[config.mk]
export PLATFORM = sky130hd
export DESIGN_NAME = iupac_handle_demultiplexer_top
export DESIGN_NICKNAME = d
export VERILOG_FILES = /design/src/design/ihd_pkg.sv /design/src/design/iupac_handle_demultiplexer_top.sv
export SDC_FILE = /design/constraint.sdc
export NUM_CORES = 1
export LEC_CHECK = 0
export BUFFER_PORTS_ARGS = -buffer_cell sky130_fd_sc_hd__buf_4
export CAP_MARGIN = 5
export CORE_ASPECT_RATIO = 0.8
export CORE_MARGIN = 3
export CORE_UTILIZATION = 60
export CTS_BUF_LIST = sky130_fd_sc_hd__clkbuf_8
export DETAILED_ROUTE_END_ITERATION = 16
export PLACE_DENSITY = 0.82
export SLEW_MARGIN = 0
export SYNTH_ARGS = -nofsm -noshare
export SYNTH_HDL_FRONTEND = slang
export SYNTH_SLANG_ARGS = --single-unit
[constraint.sdc]
create_clock -name clk_i -period 12.99 [get_ports clk_i]
set_clock_uncertainty 0.1 [all_clocks]
set_input_delay 0.6495 -clock clk_i [delete_from_list [all_inputs] [get_ports clk_i]]
set_output_delay 0.6495 -clock clk_i [all_outputs]
set_load 0.05 [all_outputs]
[src/design/ihd_pkg.sv]
// Shared types, constants and the IUPAC decode function for the handle demultiplexer.
package ihd_pkg;

  // Fixed field widths
  localparam int unsigned BASE_W      = 8;
  localparam int unsigned MATE_LEN_W  = 10;
  localparam int unsigned FRAG_W      = 32;
  localparam int unsigned CHOSEN_W    = 2;
  localparam int unsigned TRIM_W      = 5;
  localparam int unsigned READ_LEN_W  = 10;
  localparam int unsigned SET_W       = 4;
  localparam int unsigned LEN_FIELD_W = 5;
  localparam int unsigned LENGTHS_W   = 20;
  localparam int unsigned IN_USE_W    = 3;

  // Configuration port
  localparam int unsigned CFG_IDX_W  = 3;
  localparam int unsigned CFG_DATA_W = 64;

  // Register indexes
  localparam logic [CFG_IDX_W-1:0] REG_MASK_ZERO    = 3'd0;
  localparam logic [CFG_IDX_W-1:0] REG_MASK_LENGTHS = 3'd4;
  localparam logic [CFG_IDX_W-1:0] REG_MASKS_IN_USE = 3'd5;
  localparam logic [IN_USE_W-1:0]  IN_USE_RESET     = 3'd1;

  // Nucleotide set bits
  localparam logic [SET_W-1:0] SET_A = 4'b0001;
  localparam logic [SET_W-1:0] SET_C = 4'b0010;
  localparam logic [SET_W-1:0] SET_G = 4'b0100;
  localparam logic [SET_W-1:0] SET_T = 4'b1000;

  // Both reads must exceed the mask length by more than this
  localparam logic [LEN_FIELD_W-1:0] LENGTH_MARGIN = 5'd4;

  // Defaults for the top-level parameters
  localparam int unsigned MASK_SLOTS_DEF      = 4;
  localparam int unsigned MASK_POSITIONS_DEF  = 16;
  localparam int unsigned MAX_READ_LENGTH_DEF = 1023;

  typedef struct packed {
    logic [BASE_W-1:0]     base_char;
    logic                  last_base;
    logic [MATE_LEN_W-1:0] mate_length;
  } in_item_t;

  typedef struct packed {
    logic [FRAG_W-1:0]     fragment_number;
    logic                  keep;
    logic [CHOSEN_W-1:0]   chosen_mask;
    logic [TRIM_W-1:0]     trim_length;
    logic [READ_LEN_W-1:0] read_length;
  } out_item_t;

  // IUPAC character to nucleotide set; zero for anything not an upper-case code
  function automatic logic [SET_W-1:0] base_set(input logic [BASE_W-1:0] ch);
    logic [SET_W-1:0] s;
    case (ch)
      8'h41:        s = SET_A;                  // A
      8'h43:        s = SET_C;                  // C
      8'h47:        s = SET_G;                  // G
      8'h54, 8'h55: s = SET_T;                  // T, U
      8'h52:        s = SET_A | SET_G;          // R
      8'h59:        s = SET_C | SET_T;          // Y
      8'h53:        s = SET_G | SET_C;          // S
      8'h57:        s = SET_A | SET_T;          // W
      8'h4B:        s = SET_G | SET_T;          // K
      8'h4D:        s = SET_A | SET_C;          // M
      8'h42:        s = SET_C | SET_G | SET_T;  // B
      8'h44:        s = SET_A | SET_G | SET_T;  // D
      8'h48:        s = SET_A | SET_C | SET_T;  // H
      8'h56:        s = SET_A | SET_C | SET_G;  // V
      8'h4E:        s = SET_A | SET_C | SET_G | SET_T; // N
      default:      s = '0;
    endcase
    return s;
  endfunction

endpackage

[src/design/iupac_handle_demultiplexer_top.sv]
// Flow: an item is registered at the input, then matched against all masks
// combinationally; a last base's result enters the result register once that is free.
// Throughput: one base per cycle unless a last base waits on the result register; set by
// the single match stage that owns the per-read state (alive masks, position, fragment count).
// Reset: asynchronous, active low; clears valids, position and fragment count, revives
// all masks, sets mask codes and lengths to zero and masks in use to one.
module iupac_handle_demultiplexer_top #(
  parameter int unsigned MASK_SLOTS      = ihd_pkg::MASK_SLOTS_DEF,
  parameter int unsigned MASK_POSITIONS  = ihd_pkg::MASK_POSITIONS_DEF,
  parameter int unsigned MAX_READ_LENGTH = ihd_pkg::MAX_READ_LENGTH_DEF
) (
  input  logic                             clk_i,
  input  logic                             rst_ni,
  // input channel
  input  logic                             in_valid_i,
  output logic                             in_ready_o,
  input  ihd_pkg::in_item_t                in_item_i,
  // output channel
  output logic                             out_valid_o,
  input  logic                             out_ready_i,
  output ihd_pkg::out_item_t               out_item_o,
  // configuration writes
  input  logic                             cfg_we_i,
  input  logic [ihd_pkg::CFG_IDX_W-1:0]    cfg_index_i,
  input  logic [ihd_pkg::CFG_DATA_W-1:0]   cfg_data_i
);

  localparam int unsigned CodesW = ihd_pkg::SET_W * MASK_POSITIONS;
  localparam int unsigned CntW   = $clog2(MAX_READ_LENGTH + 1);
  localparam logic [CntW-1:0] CntMax = CntW'(MAX_READ_LENGTH);
  localparam logic [ihd_pkg::LEN_FIELD_W-1:0] PosMax =
    ihd_pkg::LEN_FIELD_W'(MASK_POSITIONS);

  // Configuration registers
  logic [MASK_SLOTS-1:0][CodesW-1:0]      codes_q;
  logic [ihd_pkg::LENGTHS_W-1:0]          lengths_q;
  logic [ihd_pkg::IN_USE_W-1:0]           in_use_q;

  always_ff @(posedge clk_i or negedge rst_ni) begin
    if (!rst_ni) begin
      codes_q   <= '0;
      lengths_q <= '0;
      in_use_q  <= ihd_pkg::IN_USE_RESET;
    end else if (cfg_we_i) begin
      for (int s = 0; s < MASK_SLOTS; s++) begin
        if (cfg_index_i == ihd_pkg::REG_MASK_ZERO + ihd_pkg::CFG_IDX_W'(s)) begin
          codes_q[s] <= cfg_data_i[CodesW-1:0];
        end
      end
      if (cfg_index_i == ihd_pkg::REG_MASK_LENGTHS) begin
        lengths_q <= cfg_data_i[ihd_pkg::LENGTHS_W-1:0];
      end
      if (cfg_index_i == ihd_pkg::REG_MASKS_IN_USE) begin
        in_use_q <= cfg_data_i[ihd_pkg::IN_USE_W-1:0];
      end
    end
  end

  // Clamped mask lengths
  logic [MASK_SLOTS-1:0][ihd_pkg::LEN_FIELD_W-1:0] len_clamped;

  always_comb begin
    for (int m = 0; m < MASK_SLOTS; m++) begin
      len_clamped[m] = lengths_q[ihd_pkg::LEN_FIELD_W*m +: ihd_pkg::LEN_FIELD_W];
      if (len_clamped[m] > PosMax) begin
        len_clamped[m] = PosMax;
      end
    end
  end

  // Handshake control
  logic stage_valid_q;
  logic out_valid_q;
  logic out_free;
  logic stage_fire;
  ihd_pkg::in_item_t stage_item_q;

  assign out_free   = !out_valid_q || out_ready_i;
  assign stage_fire = stage_valid_q && (!stage_item_q.last_base || out_free);
  assign in_ready_o = !stage_valid_q || stage_fire;

  // Input register
  always_ff @(posedge clk_i or negedge rst_ni) begin
    if (!rst_ni) begin
      stage_valid_q <= 1'b0;
    end else if (in_ready_o) begin
      stage_valid_q <= in_valid_i;
    end
  end

  always_ff @(posedge clk_i) begin
    if (in_ready_o && in_valid_i) begin
      stage_item_q <= in_item_i;
    end
  end

  // Per-read state
  logic [MASK_SLOTS-1:0] alive_q, alive_d;
  logic [CntW-1:0]       pos_q, count;
  logic [ihd_pkg::FRAG_W-1:0] frag_q, frag_next;

  // Match one base against every mask at the current position
  logic [ihd_pkg::SET_W-1:0] set;

  always_comb begin
    logic [ihd_pkg::SET_W-1:0] code;
    set     = ihd_pkg::base_set(stage_item_q.base_char);
    alive_d = alive_q;
    for (int m = 0; m < MASK_SLOTS; m++) begin
      code = '0;
      for (int p = 0; p < MASK_POSITIONS; p++) begin
        if (pos_q == CntW'(p)) begin
          code = codes_q[m][ihd_pkg::SET_W*p +: ihd_pkg::SET_W];
        end
      end
      if (pos_q < CntW'(len_clamped[m]) && ((code & set) == '0)) begin
        alive_d[m] = 1'b0;
      end
    end
  end

  assign count     = (pos_q < CntMax) ? pos_q + CntW'(1) : CntMax;
  assign frag_next = frag_q + ihd_pkg::FRAG_W'(1);

  // First surviving mask among those in use, then the length test
  ihd_pkg::out_item_t result;

  always_comb begin
    logic                              found;
    logic [ihd_pkg::CHOSEN_W-1:0]      chosen;
    logic [ihd_pkg::LEN_FIELD_W-1:0]   len;
    logic [ihd_pkg::LEN_FIELD_W-1:0]   need;
    found  = 1'b0;
    chosen = '0;
    len    = '0;
    for (int m = MASK_SLOTS - 1; m >= 0; m--) begin
      if (alive_d[m] && (ihd_pkg::IN_USE_W'(m) < in_use_q)) begin
        found  = 1'b1;
        chosen = ihd_pkg::CHOSEN_W'(m);
        len    = len_clamped[m];
      end
    end
    need = len + ihd_pkg::LENGTH_MARGIN;
    result.fragment_number = frag_next;
    result.keep = found && (count > CntW'(need))
                  && (stage_item_q.mate_length > ihd_pkg::MATE_LEN_W'(need));
    result.chosen_mask = result.keep ? chosen : '0;
    result.trim_length = result.keep ? len : '0;
    result.read_length = ihd_pkg::READ_LEN_W'(count);
  end

  // State update: last base resets position, revives all masks and advances the fragment count
  always_ff @(posedge clk_i or negedge rst_ni) begin
    if (!rst_ni) begin
      alive_q <= '1;
      pos_q   <= '0;
      frag_q  <= '0;
    end else if (stage_fire) begin
      if (stage_item_q.last_base) begin
        alive_q <= '1;
        pos_q   <= '0;
        frag_q  <= frag_next;
      end else begin
        alive_q <= alive_d;
        pos_q   <= count;
      end
    end
  end

  // Result register
  always_ff @(posedge clk_i or negedge rst_ni) begin
    if (!rst_ni) begin
      out_valid_q <= 1'b0;
    end else if (out_free) begin
      out_valid_q <= stage_fire && stage_item_q.last_base;
    end
  end

  ihd_pkg::out_item_t out_item_q;

  always_ff @(posedge clk_i) begin
    if (out_free && stage_fire && stage_item_q.last_base) begin
      out_item_q <= result;
    end
  end

  assign out_valid_o = out_valid_q;
  assign out_item_o  = out_item_q;

endmodule

# Word-level counts from Yosys, hierarchy flattened
# Cells that the tools add are included.
dict set report word_totals {
  romBits 0
  latch_bits 0
  regBits 396
  wordCells 203
  output_inout_bits 52
  n_memories 0
  inputBits 91
  mem_bits_rw 0
}
dict set report classes {
  div 0
  magnitude_cmp 15
  mux 87
  n_mul 0
  n_reduce_logical 37
  addsub 3
  shift 0
  n_eq_ne 36
  bitwise 5
}
# cell n
set op_table {}
lappend op_table {{$mux W4} 65}
lappend op_table {{$eq A8 B7 Y1 const B} 16}
lappend op_table {{$eq A10 B4 Y1 const B} 8}
lappend op_table {{$pmux W4 S15} 1}
lappend op_table {{$eq A10 B3 Y1 const B} 4}
lappend op_table {{$lt A10 B5 Y1} 4}
lappend op_table {{$mux W5} 8}
lappend op_table {{$add A32 B1 Y32 const B} 1}
lappend op_table {{$eq A10 B2 Y1 const B} 2}
lappend op_table {{$gt A10 B5 Y1} 2}
lappend op_table {{$gt A5 B5 Y1 const B} 4}
lappend op_table {{$mux W10} 2}
lappend op_table {{$and A4 B4 Y4} 4}
lappend op_table {{$logic_not A4 Y1} 4}
lappend op_table {{$logic_and A1 B1 Y1} 15}
lappend op_table {{$reduce_and A2 Y1} 7}
lappend op_table {{$add A10 B1 Y10 const B} 1}
lappend op_table {{$eq A10 B1 Y1 const B} 1}
lappend op_table {{$logic_not A10 Y1} 1}
lappend op_table {{$lt A10 B10 Y1 const B} 1}
lappend op_table {{$mux W1} 9}
lappend op_table {{$eq A3 B2 Y1 const B} 2}
lappend op_table {{$eq A3 B3 Y1 const B} 2}
lappend op_table {{$lt A1 B3 Y1 const A} 2}
lappend op_table {{other kinds (10)} 17}

# Logic depth before layout (Yosys ltp)
dict set report depth {
  depth_word 32
  mapped_depth 29
}

# Worst setup path before layout
# No wires, ideal clock.
dict set report synth_path {
  path_type {reg-to-reg}
  from {reg pos_q[0]}
  to {reg out_item_q (netlist bit out_item_o[10]) (data pin)}
  required_ps 12621
  path_slack_ps 7375
  path_stages_with_launch 27
  setup_ps 269
  t_arrival_ps 5246
  path_buffers 5
  path_cell_list {dfrtp_1 -> inv_1 -> ha_1 -> buf_2 -> buf_4 -> buf_4 -> clkbuf_1 -> buf_2 -> a221oi_1 -> o22ai_1 -> a21oi_1 -> o21ai_1 -> a22oi_1 -> a21o_1 -> nand2_1 -> o311ai_1 -> ha_1 -> nor2b_1 -> o21a_1 -> o21a_1 -> o21a_1 -> a211oi_1 -> a31oi_1 -> nor2b_1 -> o21ai_1 -> o211ai_4 -> nor3b_2}
}
dict set report synth_between {
  elab_chain_cells 30
  word_cells_on_any_way 120
  classes_between {add/sub (2); order compare (7); eq/ne (15); mux (77); bitwise (4); reduce/logical (15)}
}
# item line_no
set synth_lines {}
lappend synth_lines {{start: declaration} iupac_handle_demultiplexer_top.sv:99} ;# logic [CntW-1:0] pos_q, count;
lappend synth_lines {{start signal: assignment} iupac_handle_demultiplexer_top.sv:165} ;# pos_q <= count;
lappend synth_lines {{$logic_not A10 Y1} iupac_handle_demultiplexer_top.sv:112} ;# if (pos_q == CntW'(p)) begin
lappend synth_lines {{$mux W4 (16 in series)} iupac_handle_demultiplexer_top.sv:112}
lappend synth_lines {{$and A4 B4 Y4} iupac_handle_demultiplexer_top.sv:116} ;# if (pos_q < CntW'(len_clamped[m]) && ((code & set) == '0)) begin
lappend synth_lines {{$logic_not A4 Y1} iupac_handle_demultiplexer_top.sv:116}
lappend synth_lines {{$logic_and A1 B1 Y1} iupac_handle_demultiplexer_top.sv:116}
lappend synth_lines {{$mux W1} iupac_handle_demultiplexer_top.sv:116}
lappend synth_lines {{$logic_and A1 B1 Y1} iupac_handle_demultiplexer_top.sv:137} ;# if (alive_d[m] && (ihd_pkg::IN_USE_W'(m) < in_use_q)) begin
lappend synth_lines {{$mux W5 (4 in series)} iupac_handle_demultiplexer_top.sv:137}
lappend synth_lines {{$add A5 B3 Y5} iupac_handle_demultiplexer_top.sv:143} ;# need = len + ihd_pkg::LENGTH_MARGIN;
lappend synth_lines {{$gt A10 B5 Y1} iupac_handle_demultiplexer_top.sv:145} ;# result.keep = found && (count > CntW'(need))
lappend synth_lines {{$logic_and A1 B1 Y1} iupac_handle_demultiplexer_top.sv:145}
lappend synth_lines {{$logic_and A1 B1 Y1} iupac_handle_demultiplexer_top.sv:146} ;# && (stage_item_q.mate_length > ihd_pkg::MATE_LEN_W'(need));
lappend synth_lines {{end signal: assignment} iupac_handle_demultiplexer_top.sv:183} ;# out_item_q <= result;
lappend synth_lines {{end: declaration} iupac_handle_demultiplexer_top.sv:179} ;# ihd_pkg::out_item_t out_item_q;
# Several ways; a longest one is shown, not always the timed one.
# A chain may end at the register's enable or synchronous reset.

# Worst setup path after layout
# Ends and elaborated chain as after synthesis.

==> summary.md <==
| Metric | Value |
|---|---|
| Post-synthesis mux area share | `14.6%` |
| Largest family of logic cells by synthesized area | `multiplexers` |
| Nets@finish | `between 1,500 and 2,000` |
| Die height | `about 170 um` |
| RD Place Congestion | `approximately 1.0` |
| Syn Inst Count | `1,721` |
| DR vias | `between 15,000 and 20,000` |
| P&R area growth vs syn | `12.5%` |
| Compound-cell area share of the yosys netlist | `~14%` |
| Top-count cell post-synth | `dfrtp_1` |
| Post-synth top area share | `between 40% and 50%` |
| H-Tree Depth | `2` |
| Required @ worst endpoint | `around 13 ns` |
| Insertion delay to the later sink of the worst-skew pair | `between 0.6 and 0.7 ns` |
| Top cells by area, synth | `dfrtp_1 (41%), mux2_2 (15%), edfxtp_1 (10%), nand2_1 (2.4%), o21ai_0 (2.3%)` |
| Initial antenna violation count | `1` |
| Count of input and output buffers | `about 140` |
| Adder-Cell Fraction of Synth Area | `between 1.5 and 2%` |
| Crit Path Class | `flip-flop to flip-flop` |
| Worst setup EP type | `flip-flop` |
| Grt ovf | `0` |
| Hold Buf Count CTS | `0` |
| Setup TNS | `0 ns` |
| Worst hold slack | `-0.0177 ns` |
| Final Non-Filler Cells | `around 2,300` |
| Max Fclk | `roughly 130 MHz` |
| Num Clock Sinks | `roughly 400` |
| Starting Density | `~62%` |
| TritonCTS buffer count | `roughly 60` |
| Tot Pwr | `3.65 mW` |
| RSZ-0062 raised after global routing | `false` |
| Flops & latches, synth | `around 400` |
| Routed Antenna Nets | `0` |
| Ys flop type | `dfrtp_1` |
| Drt pass-1 iters | `6` |
| Simple-gate share of the synthesized area | `11.2%` |
| HPWL after detailed placement | `roughly 42,000 um` |
| Full die area | `roughly 35,000 um2` |
| Hold Crit Class | `primary input to async pin` |
| Pwr per Cell Area | `~160 nW/um2` |
| Width of the die | `between 200 and 250 um` |
| Avg WL per Cell | `about 27 um` |
| IO Pins | `around 140` |
| Yosys cell types | `105` |
| Vias in the first global route | `15,200` |
| Layout cells sized above 1 | `between 20% and 30%` |
| TritonCTS clock tree | `built` |
| Syn. warnings | `0` |
| XOR/XNOR Fraction of Synth Area | `between 3 and 4%` |
| First-pass GRT wire length | `about 93,000 um` |
| Largest net degree at the start of global routing | `about 110` |
| Tcrit/Tclk final | `57.4%` |
| Min Tclk post-route | `between 7 and 8 ns` |
| Final setup viols | `0` |
| Post-CTS Resized | `0` |
| Max Root-Sink Buffers | `3` |
| Critical Path AT | `7.71 ns` |
| Total core area | `~32,000 um2` |
| Mapped Area | `19,900 um2` |
| Count of maximum capacitance violations | `0` |
| Outcome | `finished with violations` |
| Postcts setup bufs | `0` |
| All-Layer GR Usage | `approximately a third` |
| Hold Vio Cnt, Final | `9` |
| Post-synth ARST share | `82.6%` |
| Max-slew violations | `0` |
| First DRT Iteration DRCs | `between 1,500 and 2,000` |
| CP startpoint kind | `flip-flop` |
| Clock root cell | `clkbuf_8` |
| DRC viols | `0` |
| Register area share after synthesis | `51.7%` |
| Dpl cells | `about 2,200` |
| Mean post-synth cell area | `roughly 12 um2` |
| Max_slew headroom | `a little over a quarter` |
| CP Max Fanout | `approximately 80` |
| Post-synth EDFFs | `69` |
| Row cnt | `slightly below 60` |
| Antenna cell count | `0` |
| Final wirelength | `slightly above 60,000 um` |
| Commonest cells post-synth | `dfrtp_1 (322), mux2_2 (256), nand2_1 (127), o21ai_0 (90), a21oi_1 (71)` |
| Clock transition at path regs | `about 0.070 ns` |
| Max VDD drop | `0.115 mV` |
| Vias per cell | `between 6 and 7` |
| Synth area leader | `dfrtp_1` |
| Mapped Nets | `1,842` |
| Leak | `~9.5 nW` |
| Worst Tran Pin Value | `approximately 1.1 ns` |
| Failing checks | `negative hold slack` |
-- worst paths after layout --
kind,start,endpoint,slack (ns),cells past startpoint
setup / recovery,pos_q[0],out_item_o[10],5.53,25
max in group asynchronous,rst_ni,codes_q[214],10.58,3
hold / removal,rst_ni,codes_q[118],-0.02,1
hold reg to reg,alive_q[1],alive_q[1],0.38,2
min in group clk_i,in_item_i[0],stage_item_q[0],0.10,1
setup reg to reg,pos_q[0],out_item_o[10],5.53,25
-- per-stage QoR --
step | worst slack, ns | area [um2] | util, % | hold WS, ns
floorplan | 7.38 | 19900 | - | 0.254
finish | 5.53 | 22300 | 69.8 | -0.0177
detailed placement | 5.77 | 21100 | 66.0 | 0.369
global route | 5.17 | 22300 | 69.8 | 0.0475
global placement | 6.02 | 21100 | 66.0 | 0.356
CTS | 5.77 | 22300 | 69.8 | 0.0115
-- critical path, cell delays in order, from the launching register on --
cell,delay (ns)
dfrtp_1,0.49
inv_1,0.20
ha_2,0.19
buf_4,0.68
inv_1,0.58
buf_4,0.36
o221ai_1,0.42
a211o_1,0.22
a21oi_1,0.08
o221ai_1,0.21
a31oi_1,0.12
nor2b_1,0.13
buf_4,0.23
nand2_1,0.20
o311ai_1,0.62
ha_1,0.36
nor2b_1,0.14
o21a_1,0.17
o21a_1,0.16
o21a_1,0.17
a211oi_1,0.23
a31oi_1,0.09
nor2b_1,0.26
o21ai_1,0.17
o211ai_4,0.42
nor3b_2,0.09
-- registers in the layout, indices dropped and copies added (netlist names) --
signal / cells
in_use_q: 3
stage_valid_q: 1
pos_q: 10
lengths_q: 20
alive_q: 4
out_valid_o: 1
out_item_o: 50
stage_item_q: 19
frag_q: 32
codes_q: 256
-- cell families after synthesis --
group / after synthesis
adder cells (fa/ha/maj): 31
XOR/XNOR: 69
multiplexers: 257
AO/OA/AOI/OAI: 398
flip-flops: 396
buffers and inverters: 165
AND/OR/NAND/NOR: 405
-- cells in the final DEF, fill, tap and decap left out, types with 43 or more instances in the layout --
cell,count
inv_1,67
mux2_2,256
clkbuf_8,72
nand2_1,127
dfrtp_1,322
a21oi_1,71
edfxtp_1,69
nor2_1,63
o22ai_1,43
o21ai_0,90
buf_4,164
-- where the power goes --
part           total [mW]  switching, mW  internal (mW)
combinational       0.913          0.533          0.380
sequential           1.69          0.195           1.49
clock                1.05          0.493          0.561
-- per-layer routing --
metal / GRT usage (%) / up-vias / share of wire, %
met2: 48.8 / 993 / 42
met3: 10.5 / 139 / 13
met1: 52.0 / 7768 / 43
met4: 7.36 / 2 / 2.3
met5: 0 / - / 0.018
li1: - / 6566 / -
-- area by class of cell --
class                   instances  area, um2
clock inverters                37        241
inverters                      49        184
repair buffers                165       1250
fillers                      2331       9660
clock buffers                  72        991
flip-flops and latches        396      10300
multi-input cells            1160       8890
well taps                     420        526
(Power assumes the default switching activity.)
